File: src/rtl/mexp_pkg.sv
// mexp_pkg: shared widths, register indexes, microcode word layout and the
// control program of the modular exponentiation decrypt block
// no dependencies
`timescale 1ns / 1ps

package mexp_pkg;

   localparam int MOD_WIDTH    = 32;
   localparam int CIPHER_WIDTH = 63;
   localparam int CSR_WIDTH    = 32;
   localparam int VALUE_WIDTH  = 32;
   localparam int BYTE_WIDTH   = 8;
   localparam int CNT_WIDTH    = $clog2(CIPHER_WIDTH + 1);

   typedef logic [0:0] csr_index_type;
   localparam csr_index_type CSR_EXPONENT = 1'b0;
   localparam csr_index_type CSR_MODULUS  = 1'b1;

   typedef logic [2:0] step_type;
   localparam step_type STEP_IDLE   = 3'd0;
   localparam step_type STEP_REDUCE = 3'd1;
   localparam step_type STEP_TEST_Z = 3'd2;
   localparam step_type STEP_TEST_B = 3'd3;
   localparam step_type STEP_MUL    = 3'd4;
   localparam step_type STEP_SQR    = 3'd5;
   localparam step_type STEP_EMIT   = 3'd6;

   typedef enum logic [1:0] {
      MUL_NONE,
      MUL_REDUCE,
      MUL_ACC,
      MUL_SQR
   } mul_op_type;

   typedef enum logic [1:0] {
      JMP_NEXT,
      JMP_ALWAYS,
      JMP_EXP_ZERO,
      JMP_EXP_EVEN
   } jump_type;

   typedef struct packed {
      logic       wait_req;
      mul_op_type mul_op;
      logic       emit;
      jump_type   jump;
      step_type   target;
   } ucode_type;

   typedef struct packed {
      logic       req_ready;
      logic       load;
      mul_op_type mul_op;
      logic       mul_start;
      logic       mul_commit;
      logic       out_load;
   } ctrl_type;

   typedef struct packed {
      logic req_valid;
      logic mul_done;
      logic exp_zero;
      logic exp_odd;
      logic out_free;
   } status_type;

   function automatic ucode_type ucode_rom(input step_type step);
      ucode_type word;
      case (step)
         STEP_IDLE:   word = '{1'b1, MUL_NONE,   1'b0, JMP_NEXT,     STEP_IDLE};
         STEP_REDUCE: word = '{1'b0, MUL_REDUCE, 1'b0, JMP_NEXT,     STEP_IDLE};
         STEP_TEST_Z: word = '{1'b0, MUL_NONE,   1'b0, JMP_EXP_ZERO, STEP_EMIT};
         STEP_TEST_B: word = '{1'b0, MUL_NONE,   1'b0, JMP_EXP_EVEN, STEP_SQR};
         STEP_MUL:    word = '{1'b0, MUL_ACC,    1'b0, JMP_NEXT,     STEP_IDLE};
         STEP_SQR:    word = '{1'b0, MUL_SQR,    1'b0, JMP_ALWAYS,   STEP_TEST_Z};
         STEP_EMIT:   word = '{1'b0, MUL_NONE,   1'b1, JMP_ALWAYS,   STEP_IDLE};
         default:     word = '{1'b0, MUL_NONE,   1'b0, JMP_ALWAYS,   STEP_IDLE};
      endcase
      return word;
   endfunction

endpackage

File: src/rtl/mexp_mulmod.sv
// mexp_mulmod: bit-serial interleaved modular multiplier, one multiplier bit
// per cycle, msb first; depends on mexp_pkg
`timescale 1ns / 1ps

module mexp_mulmod (
   input  logic                                  clock,
   input  logic                                  reset,
   input  logic                                  start,
   input  logic [mexp_pkg::MOD_WIDTH-1:0]        a,
   input  logic [mexp_pkg::CIPHER_WIDTH-1:0]     b,
   input  logic [mexp_pkg::CNT_WIDTH-1:0]        len,
   input  logic [mexp_pkg::MOD_WIDTH-1:0]        m,
   output logic                                  done,
   output logic [mexp_pkg::MOD_WIDTH-1:0]        product
);
   import mexp_pkg::*;

   logic                      busy_ff, busy_in;
   logic                      done_ff, done_in;
   logic [MOD_WIDTH-1:0]      r_ff, r_in;
   logic [MOD_WIDTH-1:0]      a_ff, a_in;
   logic [CIPHER_WIDTH-1:0]   sh_ff, sh_in;
   logic [CNT_WIDTH-1:0]      cnt_ff, cnt_in;

   logic [MOD_WIDTH:0]        m_ext;
   logic [MOD_WIDTH:0]        dbl;
   logic [MOD_WIDTH:0]        dbl_red;
   logic [MOD_WIDTH:0]        sum;
   logic [MOD_WIDTH:0]        sum_red;

   always_comb begin
      m_ext   = {1'b0, m};
      dbl     = {r_ff, 1'b0};
      dbl_red = (dbl >= m_ext) ? dbl - m_ext : dbl;
      sum     = {1'b0, dbl_red[MOD_WIDTH-1:0]}
              + (sh_ff[CIPHER_WIDTH-1] ? {1'b0, a_ff} : '0);
      sum_red = (sum >= m_ext) ? sum - m_ext : sum;

      busy_in = busy_ff;
      done_in = 1'b0;
      r_in    = r_ff;
      a_in    = a_ff;
      sh_in   = sh_ff;
      cnt_in  = cnt_ff;
      if (start) begin
         busy_in = 1'b1;
         r_in    = '0;
         a_in    = a;
         sh_in   = b;
         cnt_in  = len;
      end else if (busy_ff) begin
         r_in   = sum_red[MOD_WIDTH-1:0];
         sh_in  = {sh_ff[CIPHER_WIDTH-2:0], 1'b0};
         cnt_in = cnt_ff - 1'b1;
         if (cnt_ff == CNT_WIDTH'(1)) begin
            busy_in = 1'b0;
            done_in = 1'b1;
         end
      end
   end

   always_ff @(posedge clock) begin
      if (reset) begin
         busy_ff <= 1'b0;
         done_ff <= 1'b0;
      end else begin
         busy_ff <= busy_in;
         done_ff <= done_in;
      end
      r_ff   <= r_in;
      a_ff   <= a_in;
      sh_ff  <= sh_in;
      cnt_ff <= cnt_in;
   end

   assign done    = done_ff;
   assign product = r_ff;

endmodule

File: src/rtl/mexp_seq.sv
// mexp_seq: microcode sequencer, step counter over the control program in
// mexp_pkg with conditional jumps; depends on mexp_pkg
`timescale 1ns / 1ps

module mexp_seq (
   input  logic                   clock,
   input  logic                   reset,
   input  mexp_pkg::status_type   status,
   output mexp_pkg::ctrl_type     ctrl
);
   import mexp_pkg::*;

   step_type  step_ff, step_in;
   logic      pending_ff, pending_in;
   ucode_type word;
   logic      mul_active;
   logic      go;
   logic      taken;

   always_comb begin
      word       = ucode_rom(step_ff);
      mul_active = (word.mul_op != MUL_NONE);

      go = 1'b1;
      if (word.wait_req) go = status.req_valid;
      if (mul_active)    go = status.mul_done;
      if (word.emit)     go = status.out_free;

      case (word.jump)
         JMP_NEXT:     taken = 1'b0;
         JMP_ALWAYS:   taken = 1'b1;
         JMP_EXP_ZERO: taken = status.exp_zero;
         JMP_EXP_EVEN: taken = ~status.exp_odd;
         default:      taken = 1'b0;
      endcase

      ctrl.req_ready  = word.wait_req;
      ctrl.load       = word.wait_req & status.req_valid;
      ctrl.mul_op     = word.mul_op;
      ctrl.mul_start  = mul_active & ~pending_ff;
      ctrl.mul_commit = mul_active & status.mul_done;
      ctrl.out_load   = word.emit & status.out_free;

      pending_in = pending_ff;
      if (ctrl.mul_start)  pending_in = 1'b1;
      if (ctrl.mul_commit) pending_in = 1'b0;

      step_in = step_ff;
      if (go) begin
         step_in = taken ? word.target : step_ff + 1'b1;
      end
   end

   always_ff @(posedge clock) begin
      if (reset) begin
         step_ff    <= STEP_IDLE;
         pending_ff <= 1'b0;
      end else begin
         step_ff    <= step_in;
         pending_ff <= pending_in;
      end
   end

endmodule

File: src/rtl/modular_exponentiation_decrypt.sv
// modular_exponentiation_decrypt: top level, configuration registers,
// operand registers, output register; uses mexp_seq, mexp_mulmod, mexp_pkg
//
// One ciphertext transaction in, one result transaction out: the word is
// reduced modulo the modulus, then raised to the private exponent by
// right-to-left square-and-multiply. All work runs through one bit-serial
// modular multiplier that handles one multiplier bit per cycle, stepped by a
// small microcoded sequencer; one item is in flight at a time. The time an item
// takes grows with the position of the highest set exponent bit and with the
// number of set exponent bits. A modulus of zero returns zero, an exponent of
// zero returns 1 mod modulus. Registers are to be written only while idle;
// the block itself does not enforce it.
`timescale 1ns / 1ps

module modular_exponentiation_decrypt (
   input  logic                                clock,
   input  logic                                reset,
   input  logic                                req_valid,
   output logic                                req_stall,
   input  logic [mexp_pkg::CIPHER_WIDTH-1:0]   req_cipher_word,
   output logic                                rsp_valid,
   input  logic                                rsp_stall,
   output logic [mexp_pkg::VALUE_WIDTH-1:0]    rsp_plain_value,
   output logic [mexp_pkg::BYTE_WIDTH-1:0]     rsp_plain_byte,
   input  logic                                csr_write_enable,
   input  mexp_pkg::csr_index_type             csr_index,
   input  logic [mexp_pkg::CSR_WIDTH-1:0]      csr_write_data
);
   import mexp_pkg::*;

   logic [CSR_WIDTH-1:0]     exponent_ff, exponent_in;
   logic [CSR_WIDTH-1:0]     modulus_ff, modulus_in;

   logic [CIPHER_WIDTH-1:0]  cipher_ff, cipher_in;
   logic [CSR_WIDTH-1:0]     exp_ff, exp_in;
   logic [MOD_WIDTH-1:0]     acc_ff, acc_in;
   logic [MOD_WIDTH-1:0]     base_ff, base_in;

   logic                     rsp_valid_ff, rsp_valid_in;
   logic [VALUE_WIDTH-1:0]   plain_value_ff, plain_value_in;
   logic [BYTE_WIDTH-1:0]    plain_byte_ff, plain_byte_in;

   logic [MOD_WIDTH-1:0]     m;
   logic                     mod_zero;
   logic                     mod_one;
   logic [MOD_WIDTH-1:0]     result;

   logic [MOD_WIDTH-1:0]     mul_a;
   logic [CIPHER_WIDTH-1:0]  mul_b;
   logic [CNT_WIDTH-1:0]     mul_len;
   logic                     mul_done;
   logic [MOD_WIDTH-1:0]     mul_product;

   ctrl_type                 ctrl;
   status_type               status;

   // configuration registers
   always_comb begin
      exponent_in = exponent_ff;
      modulus_in  = modulus_ff;
      if (csr_write_enable) begin
         case (csr_index)
            CSR_EXPONENT: exponent_in = csr_write_data;
            CSR_MODULUS:  modulus_in  = csr_write_data;
            default:      ;
         endcase
      end
   end

   always_ff @(posedge clock) begin
      if (reset) begin
         exponent_ff <= CSR_WIDTH'(1);
         modulus_ff  <= CSR_WIDTH'(1);
      end else begin
         exponent_ff <= exponent_in;
         modulus_ff  <= modulus_in;
      end
   end

   assign m        = modulus_ff[MOD_WIDTH-1:0];
   assign mod_zero = (m == '0);
   assign mod_one  = (m == MOD_WIDTH'(1));

   // multiplier operand selection
   always_comb begin
      case (ctrl.mul_op)
         MUL_REDUCE: begin
            mul_a   = MOD_WIDTH'(1);
            mul_b   = cipher_ff;
            mul_len = CNT_WIDTH'(CIPHER_WIDTH);
         end
         MUL_SQR: begin
            mul_a   = base_ff;
            mul_b   = {base_ff, {(CIPHER_WIDTH - MOD_WIDTH){1'b0}}};
            mul_len = CNT_WIDTH'(MOD_WIDTH);
         end
         default: begin
            mul_a   = acc_ff;
            mul_b   = {base_ff, {(CIPHER_WIDTH - MOD_WIDTH){1'b0}}};
            mul_len = CNT_WIDTH'(MOD_WIDTH);
         end
      endcase
   end

   mexp_mulmod u_mulmod (
      .clock   (clock),
      .reset   (reset),
      .start   (ctrl.mul_start),
      .a       (mul_a),
      .b       (mul_b),
      .len     (mul_len),
      .m       (m),
      .done    (mul_done),
      .product (mul_product)
   );

   assign status.req_valid = req_valid;
   assign status.mul_done  = mul_done;
   assign status.exp_zero  = (exp_ff == '0);
   assign status.exp_odd   = exp_ff[0];
   assign status.out_free  = ~rsp_valid_ff | ~rsp_stall;

   mexp_seq u_seq (
      .clock  (clock),
      .reset  (reset),
      .status (status),
      .ctrl   (ctrl)
   );

   // operand registers
   always_comb begin
      cipher_in = cipher_ff;
      exp_in    = exp_ff;
      acc_in    = acc_ff;
      base_in   = base_ff;
      if (ctrl.load) begin
         cipher_in = req_cipher_word;
         exp_in    = exponent_ff;
         acc_in    = mod_one ? '0 : MOD_WIDTH'(1);
      end
      if (ctrl.mul_commit) begin
         case (ctrl.mul_op)
            MUL_REDUCE: base_in = mul_product;
            MUL_ACC:    acc_in  = mul_product;
            MUL_SQR: begin
               base_in = mul_product;
               exp_in  = {1'b0, exp_ff[CSR_WIDTH-1:1]};
            end
            default:    ;
         endcase
      end
   end

   always_ff @(posedge clock) begin
      cipher_ff <= cipher_in;
      exp_ff    <= exp_in;
      acc_ff    <= acc_in;
      base_ff   <= base_in;
   end

   // output register
   assign result = mod_zero ? '0 : acc_ff;

   always_comb begin
      rsp_valid_in   = rsp_valid_ff & rsp_stall;
      plain_value_in = plain_value_ff;
      plain_byte_in  = plain_byte_ff;
      if (ctrl.out_load) begin
         rsp_valid_in   = 1'b1;
         plain_value_in = VALUE_WIDTH'(result);
         plain_byte_in  = result[BYTE_WIDTH-1:0];
      end
   end

   always_ff @(posedge clock) begin
      if (reset) begin
         rsp_valid_ff <= 1'b0;
      end else begin
         rsp_valid_ff <= rsp_valid_in;
      end
      plain_value_ff <= plain_value_in;
      plain_byte_ff  <= plain_byte_in;
   end

   assign req_stall       = ~ctrl.req_ready;
   assign rsp_valid       = rsp_valid_ff;
   assign rsp_plain_value = plain_value_ff;
   assign rsp_plain_byte  = plain_byte_ff;

endmodule
File: config.mk
export PLATFORM = sky130hd
export DESIGN_NAME = modular_exponentiation_decrypt
export DESIGN_NICKNAME = d
export VERILOG_FILES = /design/src/rtl/mexp_pkg.sv /design/src/rtl/mexp_mulmod.sv /design/src/rtl/mexp_seq.sv /design/src/rtl/modular_exponentiation_decrypt.sv
export SDC_FILE = /design/constraint.sdc
export NUM_CORES = 1
export LEC_CHECK = 0
export ABC_AREA = 1
export BUFFER_PORTS_ARGS = -buffer_cell sky130_fd_sc_hd__buf_2
export CAP_MARGIN = 15
export CORE_MARGIN = 4
export CORE_UTILIZATION = 60
export CTS_BUF_LIST = sky130_fd_sc_hd__clkbuf_4 sky130_fd_sc_hd__clkbuf_8
export DETAILED_ROUTE_END_ITERATION = 8
export GPL_ROUTABILITY_DRIVEN = 0
export PLACE_DENSITY = 0.9
export SYNTH_ARGS = -nofsm -noshare
export SYNTH_HDL_FRONTEND = slang
export SYNTH_SLANG_ARGS = --single-unit
File: constraint.sdc
create_clock -name clock -period 9.3 [get_ports clock]
set_input_delay 2.79 -clock clock [delete_from_list [all_inputs] [get_ports clock]]
set_output_delay 2.79 -clock clock [all_outputs]
set_load 0.03 [all_outputs]
==> results.json <==
{
  "status": "finished with violations",
  "violations": "design-rule violations",
  "fmax_mhz": 147.2,
  "wl_per_cell_um": 16.88,
  "critPathMaxFanout": 55,
  "start_util": 0.6067,
  "ys_seq_area_frac": 0.4356,
  "yosys.cell_types.count": 47,
  "cts_setup_buffers": 0,
  "antenna_found_initial": 0,
  "syn2layout_area_growth_pct": 9.504,
  "hold_buffers": 0,
  "placed_area_um2": 24370,
  "ant_nets": 0,
  "num_antenna_cells": 0,
  "fin_crit_sh": 0.7306,
  "syn_area_per_cell_um2": 7.311,
  "required_ns": 9.86,
  "design_area_um2": 25620,
  "clockRootBuffer": "clkbuf_8",
  "tritoncts": "built",
  "maxSlewHeadroom": 0.2664,
  "io_pins": 143,
  "fin_crit_ns": 6.795,
  "fin_nets": 3516,
  "rows": 72,
  "core_area_um2": 38560,
  "end_kind": "flop",
  "reg2reg_depth": 37,
  "post_cts_resized": 0,
  "numPlacedInstances": 3765,
  "fill_cells": 3131,
  "grt_max_degree": 86,
  "dpl.hpwl_um": 48630,
  "die_h_um": 205.5,
  "max_slew.worst_pin.slew_ns": 1.096,
  "rsz0062_at_grt": "no",
  "slowest_delay_ns": 0.44,
  "synthesis.nets": 3408,
  "finalSetupViolations": 0,
  "maxSlewViolCount": 0,
  "routed-via-count": 21910,
  "vias_per_cell": 5.654,
  "finalNonFillerCells": 3875,
  "critPathArrivalTime_ns": 7.35,
  "htreeDepth": 2,
  "grt_pass1_wl_um": 102900,
  "clock_latency_ns": 0.65,
  "layout_common_cells": "nand2_1, inv_1, nor2_1",
  "finalSetupTns_ns": 0,
  "final_common_cell": "nand2_1",
  "port_buffers": 142,
  "hold_viol_final": 0,
  "grt_pass1_vias": 20200,
  "synthArstFlopShare": 0,
  "synthFlopType": "edfxtp_1",
  "wl_um": 65410,
  "fin_skew_ns": 0.04910,
  "hold_end": "exponent_ff[0]$_SDFFE_PP1P_",
  "min-delay-start": "exponent_ff[0]$_SDFFE_PP1P_",
  "timing.rr.end": "u_mulmod.product[19]$_SDFFE_PP0P_",
  "overflow": 0,
  "whs_path_depth": 2,
  "clock_sinks": 395,
  "cts.clk_slew.worst_paths_ns": 0.07,
  "cts_made_buffers": 59,
  "track_usage": 0.3038,
  "crit_path_top_delay_cell": "nor3_1",
  "yosysWarnings": 0,
  "synth_edf_count": 228,
  "dieArea_um2": 42210,
  "regToRegStartpoint": "u_mulmod.product[6]$_SDFFE_PP0P_",
  "synth-seq-cells": 395,
  "synth.cell_area_um2": 23390,
  "clockBufferDepth": 3,
  "cp-start-kind": "flop",
  "r2r_slack_ns": 2.51,
  "route.detailed.drc": 15,
  "drive_gt1_frac": 0.09294,
  "die_w_um": 205.5,
  "drt-initial-drc-count": 2910,
  "hold_class": "reg -> reg",
  "drtPass1Iterations": 9,
  "crit_top_cell": "nand2_1",
  "worst-setup-path-type": "reg -> reg",
  "max_cap_violations": 0,
  "synthCells": 3200
}
[flip-flops by register name, summed over array words and instances (netlist names)]
name              flops
cipher_ff            63
u_mulmod.sh_ff       63
acc_ff               32
base_ff              32
exp_ff               32
exponent_ff          32
m                    32
rsp_plain_value      32
u_mulmod.a_ff        32
u_mulmod.product     32
u_mulmod.cnt_ff       6
u_seq.step_ff         3
rsp_valid             1
u_mulmod.busy_ff      1
u_mulmod.done         1
u_seq.pending_ff      1
[area by class of cell]
type / instances / area, um^2 / area share
Multi-Input combinational cell: 2165 / 10720 / 0.4183
Sequential cell: 395 / 10190 / 0.3978
Inverter: 530 / 1991 / 0.07771
Clock buffer: 85 / 1045 / 0.04078
Timing Repair Buffer: 157 / 823.3 / 0.03214
Tap cell: 518 / 648.1 / 0.02530
Clock inverter: 25 / 205.2 / 0.008010
[critical path, delay by kind of cell (launching register included)]
kind	cells	cell delay [ns]
AOI/OAI and AO/OA	1	0.16
adders and majority gates	3	1.20
buffers and inverters	4	0.29
DFF	1	0.41
and+or+nand+nor	29	4.59
[through the flow]
stage | setup slack (ns) | hold slack [ns] | util
2_1_floorplan | 4.615 | 0.4292 | -
3_3_place_gp | 3.066 | 0.4393 | 0.6320
3_5_place_dp | 2.939 | 0.4455 | 0.6320
4_1_cts | 2.888 | 0.4619 | 0.6644
5_1_grt | 2.084 | 0.5000 | 0.6644
6_report | 2.505 | 0.4699 | 0.6644
[logic make-up after synthesis]
group / count (synthesis) / synth area share
xor gates and xnor gates: 53 / 0.01984
DFF: 395 / 0.4356
AOI/OAI and AO/OA: 448 / 0.1021
buffers and inverters: 640 / 0.1079
adders and majority gates: 107 / 0.05819
and+or+nand+nor: 1557 / 0.2764
[layer usage]
| metal | track usage | part of all wire |
|---|---|---|
| met1 | 0.4183 | 0.39 |
| met2 | 0.4726 | 0.44 |
| met3 | 0.06020 | 0.13 |
| met4 | 0.1258 | 0.048 |
| met5 | 0 | 0 |
[cells in the mapped netlist, types with 10 or more instances]
cell type    n  area (um^2)
ha_1       104         1301
nor3_1      16        80.08
o21ai_1     25        125.1
edfxtp_1   228         6847
nand3b_1    18        135.1
clkbuf_1    73        274.0
dfxtp_1    167         3343
inv_1      518         1944
nor2_1     269         1010
o21ai_0    242         1211
nand3_1    188        940.9
nand2_1    978         3671
buf_2       14        70.07
nand2_2     12        75.07
o21bai_1    11        82.58
nand4_1     33        206.5
buf_4       10        75.07
a21oi_1    109        545.5
a31oi_1     33        206.5
xnor2_1     18        157.7
xor2_1      35        306.5
[how the worst max path moves through the flow]
stage	from	cells past startpoint	to
floorplan	rsp_stall	3	rsp_plain_value[0]$_SDFFCE_PN0P_
global placement	m[1]$_SDFFE_PP0P_	36	u_mulmod.product[29]$_SDFFE_PP0P_
finish	u_mulmod.product[6]$_SDFFE_PP0P_	37	u_mulmod.product[19]$_SDFFE_PP0P_
CTS	m[1]$_SDFFE_PP0P_	36	u_mulmod.product[19]$_SDFFE_PP0P_
global route	m[8]$_SDFFE_PP0P_	38	u_mulmod.product[29]$_SDFFE_PP0P_
detailed placement	m[1]$_SDFFE_PP0P_	39	u_mulmod.product[29]$_SDFFE_PP0P_
Power is not shown: default switching activity piles up to over one toggle a cycle in this logic, so the estimate is an artifact.
